===== src/rtl/core/pese_pkg.sv =====
`default_nettype none

package pese_pkg;

   localparam int STACK_DEPTH = 128;
   localparam int DATA_W      = 32;
   localparam int SYMBOL_W    = 8;
   localparam int COUNT_W     = $clog2(STACK_DEPTH + 1);
   localparam int INDEX_W     = $clog2(STACK_DEPTH);
   localparam int ITER_W      = $clog2(DATA_W + 1);

   localparam logic [SYMBOL_W-1:0] CHAR_ZERO  = 8'h30;
   localparam logic [SYMBOL_W-1:0] CHAR_NINE  = 8'h39;
   localparam logic [SYMBOL_W-1:0] CHAR_PLUS  = 8'h2B;
   localparam logic [SYMBOL_W-1:0] CHAR_MINUS = 8'h2D;
   localparam logic [SYMBOL_W-1:0] CHAR_STAR  = 8'h2A;
   localparam logic [SYMBOL_W-1:0] CHAR_SLASH = 8'h2F;

   typedef logic [DATA_W-1:0]   data_type;
   typedef logic [SYMBOL_W-1:0] symbol_type;
   typedef logic [COUNT_W-1:0]  count_type;

   typedef enum logic [1:0] {
      STATUS_OK        = 2'd0,
      STATUS_OVERFLOW  = 2'd1,
      STATUS_UNDERFLOW = 2'd2,
      STATUS_DIVZERO   = 2'd3
   } status_code_type;

   typedef enum logic [2:0] {
      CLS_DIGIT,
      CLS_ADD,
      CLS_SUB,
      CLS_MUL,
      CLS_DIV,
      CLS_OTHER
   } sym_class_type;

   typedef struct packed {
      logic            capture;
      logic            push;
      logic            read_second;
      logic            alu_commit;
      logic            div_start;
      logic            div_commit;
      logic            set_err;
      status_code_type err_code;
      logic            load_rsp;
   } cmd_type;

   typedef struct packed {
      sym_class_type sym_class;
      logic          last;
      logic          err_set;
      logic          full;
      logic          below_two;
      logic          second_zero;
      logic          div_done;
   } sts_type;

   function automatic sym_class_type classify(input symbol_type sym);
      sym_class_type cls;
      unique case (sym) inside
         [CHAR_ZERO:CHAR_NINE]: cls = CLS_DIGIT;
         CHAR_PLUS:             cls = CLS_ADD;
         CHAR_MINUS:            cls = CLS_SUB;
         CHAR_STAR:             cls = CLS_MUL;
         CHAR_SLASH:            cls = CLS_DIV;
         default:               cls = CLS_OTHER;
      endcase
      return cls;
   endfunction

endpackage

`default_nettype wire


===== src/rtl/core/pese_ctrl.sv =====
`default_nettype none

module pese_ctrl (
   input  logic              clock,
   input  logic              reset,
   input  logic              req_valid,
   output logic              req_ready,
   output logic              rsp_valid,
   input  logic              rsp_ready,
   input  pese_pkg::sts_type sts,
   output pese_pkg::cmd_type cmd
);

   typedef enum logic [2:0] {
      IDLE,
      DECODE,
      EXEC,
      DIV_WAIT,
      FINISH
   } state_type;

   state_type state_ff, state_in;
   logic      rsp_valid_ff, rsp_valid_in;
   logic      slot_free;

   assign slot_free = !rsp_valid_ff || rsp_ready;

   always_comb begin
      state_in     = state_ff;
      rsp_valid_in = rsp_valid_ff;
      cmd          = '0;
      if (rsp_valid_ff && rsp_ready) begin
         rsp_valid_in = 1'b0;
      end
      unique case (state_ff)
         IDLE: begin
            if (req_valid) begin
               cmd.capture = 1'b1;
               state_in    = DECODE;
            end
         end
         DECODE: begin
            state_in = FINISH;
            if (!sts.err_set) begin
               unique case (sts.sym_class) inside
                  pese_pkg::CLS_DIGIT: begin
                     if (sts.full) begin
                        cmd.set_err  = 1'b1;
                        cmd.err_code = pese_pkg::STATUS_OVERFLOW;
                     end else begin
                        cmd.push = 1'b1;
                     end
                  end
                  pese_pkg::CLS_ADD, pese_pkg::CLS_SUB,
                  pese_pkg::CLS_MUL, pese_pkg::CLS_DIV: begin
                     if (sts.below_two) begin
                        cmd.set_err  = 1'b1;
                        cmd.err_code = pese_pkg::STATUS_UNDERFLOW;
                     end else begin
                        cmd.read_second = 1'b1;
                        state_in        = EXEC;
                     end
                  end
                  default: begin
                     state_in = FINISH;
                  end
               endcase
            end
         end
         EXEC: begin
            if (sts.sym_class == pese_pkg::CLS_DIV) begin
               if (sts.second_zero) begin
                  cmd.set_err  = 1'b1;
                  cmd.err_code = pese_pkg::STATUS_DIVZERO;
                  state_in     = FINISH;
               end else begin
                  cmd.div_start = 1'b1;
                  state_in      = DIV_WAIT;
               end
            end else begin
               cmd.alu_commit = 1'b1;
               state_in       = FINISH;
            end
         end
         DIV_WAIT: begin
            if (sts.div_done) begin
               cmd.div_commit = 1'b1;
               state_in       = FINISH;
            end
         end
         FINISH: begin
            if (!sts.last) begin
               state_in = IDLE;
            end else if (slot_free) begin
               cmd.load_rsp = 1'b1;
               rsp_valid_in = 1'b1;
               state_in     = IDLE;
            end
         end
         default: begin
            state_in = IDLE;
         end
      endcase
   end

   always_ff @(posedge clock) begin
      if (reset) begin
         state_ff     <= IDLE;
         rsp_valid_ff <= 1'b0;
      end else begin
         state_ff     <= state_in;
         rsp_valid_ff <= rsp_valid_in;
      end
   end

   assign req_ready = (state_ff == IDLE);
   assign rsp_valid = rsp_valid_ff;

   a_div_nonzero: assert property (@(posedge clock) disable iff (reset)
      cmd.div_start |-> !sts.second_zero)
      else $error("divider started with zero divisor");

   a_push_room: assert property (@(posedge clock) disable iff (reset)
      cmd.push |-> !sts.full)
      else $error("push onto full stack");

   a_load_slot: assert property (@(posedge clock) disable iff (reset)
      cmd.load_rsp |-> (!rsp_valid_ff || rsp_ready))
      else $error("result overwrites pending transaction");

endmodule

`default_nettype wire


===== config.mk =====
export PLATFORM = sky130hd
export DESIGN_NAME = pese_ctrl
export DESIGN_NICKNAME = d
export VERILOG_FILES = /design/src/rtl/core/pese_pkg.sv /design/src/rtl/core/pese_ctrl.sv
export SDC_FILE = /design/constraint.sdc
export NUM_CORES = 1
export LEC_CHECK = 0
export BUFFER_PORTS_ARGS = -buffer_cell sky130_fd_sc_hd__clkbuf_2
export CORE_AREA = 2 2 39 41
export CTS_CLUSTER_SIZE = 8
export DETAILED_ROUTE_END_ITERATION = 12
export DIE_AREA = 0 0 41 43
export RECOVER_POWER = 25
export SLEW_MARGIN = 20
export SYNTH_ARGS = -nofsm -noshare
export SYNTH_HDL_FRONTEND = slang
export SYNTH_SLANG_ARGS = --single-unit

===== constraint.sdc =====
create_clock -name clock -period 4.85 [get_ports clock]
set_input_delay 0.485 -clock clock [delete_from_list [all_inputs] [get_ports clock]]
set_output_delay 0.485 -clock clock [all_outputs]
set_load 0.005 [all_outputs]

=== After elaboration in Yosys (flattened, before gate mapping) ===
Index checks and enable logic that the tools add are counted.

* Flip-flop bits (word level): 4
* Input port bits: 13
* Word-level logic and storage cells: 58

* Equality and inequality tests: 11
* Mux-type cells: 38
* Reduce and logical (&&, ||, !) cells: 7

{| class="wikitable"
|+ Operators with widths
! cell !! count
|-
| 2-to-1 mux 3 bit || 14
|-
| 2-to-1 mux 1 bit || 18
|-
| one-hot mux 3 bit (5 select lines) || 1
|-
| equality test 3 x 2 -> 1 bit, second input constant || 4
|-
| one-hot mux 3 bit (2 select lines) || 2
|-
| equality test 3 x 1 -> 1 bit, second input constant || 2
|-
| equality test 3 bit, second input constant || 2
|-
| logical NOT 3 bit || 2
|-
| 2-to-1 mux 2 bit || 3
|-
| != test 2 bit, second input constant || 2
|-
| OR reduction 4 bit || 1
|-
| != test 3 bit, second input constant || 1
|-
| AND reduction 3 bit || 1
|-
| logical AND 1 bit || 1
|-
| logical NOT 1 bit || 1
|-
| logical OR 1 bit || 1
|}

=== Depth between registers and ports, before layout ===
* Word-level depth: 5
* Mapped depth: 5

=== Worst setup path after synthesis ===
OpenSTA, ideal clock, no wires.

* Path kind: register -> output
* From: reg state_ff[0]
* To: out cmd[3] (netlist name)
* Arrival time: 1.538 ns
* Required time: 4.365 ns
* Setup slack: 2.827 ns
* Cell stages (with the launch flop): 5
* Cell sequence: dfxtp_1 or3b_4 or4b_4 a21o_1 o21ai_2

{| class="wikitable"
|+ RTL lines
! what !! RTL line !! source
|-
| start, declared || pese_ctrl.sv:22 || <nowiki>state_type state_ff, state_in;</nowiki>
|-
| start signal, assigned || pese_ctrl.sv:111 || <nowiki>state_ff <= state_in;</nowiki>
|-
| end, declared || pese_ctrl.sv:11 || <nowiki>output pese_pkg::cmd_type cmd</nowiki>
|}

==> impl_results.md <==
- Final setup fails: 0
- Horizontal die dimension: about 41 um
- Post-CTS resize count: 0
- P&R area growth vs syn: 38.53%
- Worst r2r dst: state_ff[1]
- Maximum clock rate: ~400 MHz
- Netlist Area Pre-Place: ~390 um2
- Syn Area/Cell: 7.143 um2
- Maximum number of pins on one net before global-route repair: 13
- Actual slew at the worst max-slew pin: ~0.35 ns
- Synth Flop Type: dfxtp_1
- Initial DRC Count: 5
- Routability cong.: between 0.7 and 0.8
- Period utilisation layout: 0.5150
- Top-area cell type share of the netlist area: 0.2038
- Crit path cell chain: or3b_1, or4b_4, a21o_1, o21ai_2, clkbuf_2
- Worst-Skew Late Latency: 0.25 ns
- Net count of the finished layout: between 90 and 100
- Type of element capturing the critical path: output pin
- Peak fanout along the critical path: 9
- Slew Limit Fails: 0
- Number of nets in the synthesized netlist: between 60 and 70
- Buffers from clock root to sink, at most: 2
- Fin. Hold Viols: 0
- Number of synthesized flops with an enable pin: 0
- Final Routed Wirelength: 1083 um
- Yosys cell types: 29
- Vias in the first global route: between 400 and 500
- Worst min path class: in -> reg
- Number of placement rows: 14
- Slowest Stage Delay on Critical Path: between 0.5 and 0.6 ns
- Antenna violations before repair: 0
- Post-CTS Setup Repair Bufs: 0
- Number of fill cells: 167
- Global router's overall resource usage: 0.1394
- Library cell occupying the most area in the post-synthesis netlist: dfxtp_1
- Reported max-cap violation count: 0
- Pwr per Cell Area: around 190 nW/um2
- Arr. time, crit path: approximately 2.0 ns
- Main area contributors after synthesis: dfxtp_1, a211oi_1, nor3_1
- Cells on worst reg2reg path: 3
- Number of iterations in the first detailed-routing pass: 2
- Count of clock tree sinks: 4
- Via density per instance: 5.281
- Summed negative setup slack over all endpoints: 0 ns
- Setup repair after global routing missed its margin: no
- Count of antenna-violating nets left after detailed routing: 0
- Yosys warning total: 0
- TritonCTS clock tree: done
- IO Pins: 25
- Number of clock buffers inserted by TritonCTS: 3
- Required time at the endpoint of the critical path: 4.37 ns
- Critical setup path kind: reg -> out
- Worst Hold Launch: reset
- Placeable core area: between 1000 and 1500 um2
- Diode count: 0
- Flip-flop and latch count after synthesis: 4
- Gate count after technology mapping: 55
- Overflow after GRT: 0
- Final critical-path required period: about 2.5 ns
- First-pass GRT wire length: ~1700 um
- Wire length per cell: around 11 um
- Fraction of synthesis flops using an asynchronous set or reset pin: 0
- Maximum clock skew at final layout: approximately 0.0094 ns
- Outcome: finished clean
- Initial Util: 0.2839
- Port Buf Inserts: 24
- Relative slew margins: 0.7615
- Routed via count: 507
- H-tree levels: 1
- Root buffer selected by CTS: clkbuf_4
- Register-to-Register Setup Slack: ~3.3 ns
- Hold slack: 0.4493 ns
- Slowest CP cell: or4b_4
- Fraction of layout cells with a size suffix above 1: 0.3750
- Vertical die dimension: approximately 43 um
- # hold bufs at CTS: 0
- IR drop worst, VDD: around 72 uV
- End point of the most critical hold path: state_ff[0]
- Detailed Place HPWL: approximately 860 um
- Reg2reg start: state_ff[0]
- DR DRC count: 0
- Die area: 1763 um2
- Sequential cell area fraction in the yosys report: 0.2038
- Static leakage: between 0.2 and 0.25 nW
- Number of cells traversed by the worst hold path: 2
- Clock edge transition at the registers on the reported setup and hold paths: ~0.04 ns
- Kind of start point of the critical path: register
-- how the worst max path moves through the flow --
stage                     start      to  slack [ns]  cells past startpoint
CTS                 state_ff[0]  cmd[3]        2.36                      5
detailed placement  state_ff[0]  cmd[3]        2.63                      5
global route        state_ff[0]  cmd[3]        2.27                      5
finish              state_ff[0]  cmd[3]        2.35                      5
floorplan           state_ff[0]  cmd[3]        2.83                      4
global placement    state_ff[0]  cmd[3]        2.66                      5
-- through the flow --
step | power (W) | instances | setup WS [ns] | util | cell area (um2)
2_1_floorplan | 0.00004863 | 55 | 2.827 | - | 392.9
3_3_place_gp | 0.00006049 | 93 | 2.659 | 0.3797 | 525.5
3_5_place_dp | 0.00006072 | 93 | 2.630 | 0.3797 | 525.5
4_1_cts | 0.0001051 | 96 | 2.357 | 0.3960 | 548.0
5_1_grt | 0.0001093 | 96 | 2.271 | 0.3933 | 544.3
6_report | 0.0001034 | 96 | 2.352 | 0.3933 | 544.3
-- area by class of cell --
| cell class | instances | area [um2] | area share |
|---|---|---|---|
| tap | 16 | 20.02 | 0.03678 |
| sequential | 4 | 80.08 | 0.1471 |
| timing repair buffer | 24 | 118.9 | 0.2184 |
| inverter | 2 | 7.507 | 0.01379 |
| multi-input combinational | 47 | 295.3 | 0.5425 |
| clock buffer | 3 | 22.52 | 0.04138 |
-- kinds of logic (layout without fill, tap and decap cells) --
kind of cell | after synthesis | count (layout) | share of synthesized area
buffers and inverters | 4 | 29 | 0.03823
DFF | 4 | 4 | 0.2038
AOI/OAI and AO/OA | 16 | 16 | 0.2612
and+or+nand+nor | 31 | 31 | 0.4968
-- sequential cells by signal, summed over array words and instances (netlist names) --
name       flops
state_ff       3
rsp_valid      1
-- critical path: cells and delay by family, from the launching register on --
family          cells  cell delay, ns
compound gates      2            0.23
simple gates        2            0.97
buf+inv             1            0.12
flops               1            0.45
-- synthesized netlist by cell type, types with 2 or more instances --
master / number
nor2_1: 5
dfxtp_1: 4
nor3_1: 4
o21ai_0: 4
a211oi_1: 3
a31oi_1: 3
nand2_1: 3
nor2b_1: 3
a21oi_1: 2
clkbuf_1: 2
inv_1: 2
nand4_1: 2
or3_1: 2
-- power by group --
part	internal [W]	leakage, nW	switching, W	total [W]
sequential	0.0000341	0.0325	0.00000220	0.0000363
clock	0.0000278	0.0138	0.0000159	0.0000437
combinational	0.0000109	0.192	0.0000125	0.0000233
total	0.0000728	0.239	0.0000306	0.000103
-- placed cells by master, fill, tap and decap left out --
master     netlist  final
clkbuf_2         0     23
nor2_1           5      5
nor3_1           4      4
o21ai_0          4      4
dfxtp_1          4      4
nor2b_1          3      3
nand2_1          3      3
a31oi_1          3      3
a211oi_1         3      3
clkbuf_4         0      3
inv_1            2      2
nand4_1          2      2
a21oi_1          2      2
or3_1            2      2
or3b_1           0      1
or4b_4           1      1
or2_2            1      1
nor4bb_1         1      1
and3b_1          1      1
a21o_1           1      1
o21ai_2          1      1
and4_1           1      1
nor4_1           1      1
a2111oi_0        1      1
nor4b_1          1      1
nand3_1          1      1
and2_1           1      1
o22ai_1          1      1
and3_1           1      1
or4b_2           1      1
clkbuf_1         2      1
-- layer usage --
metal / part of all wire / GRT usage / vias to the layer above
met4: 0.022 / 0.1133 / 0
met1: 0.43 / 0.1699 / 223
met5: 0 / 0 / -
met3: 0.056 / 0.01571 / 3
li1: - / - / 264
met2: 0.49 / 0.2063 / 17
(Power assumes the default switching activity.)
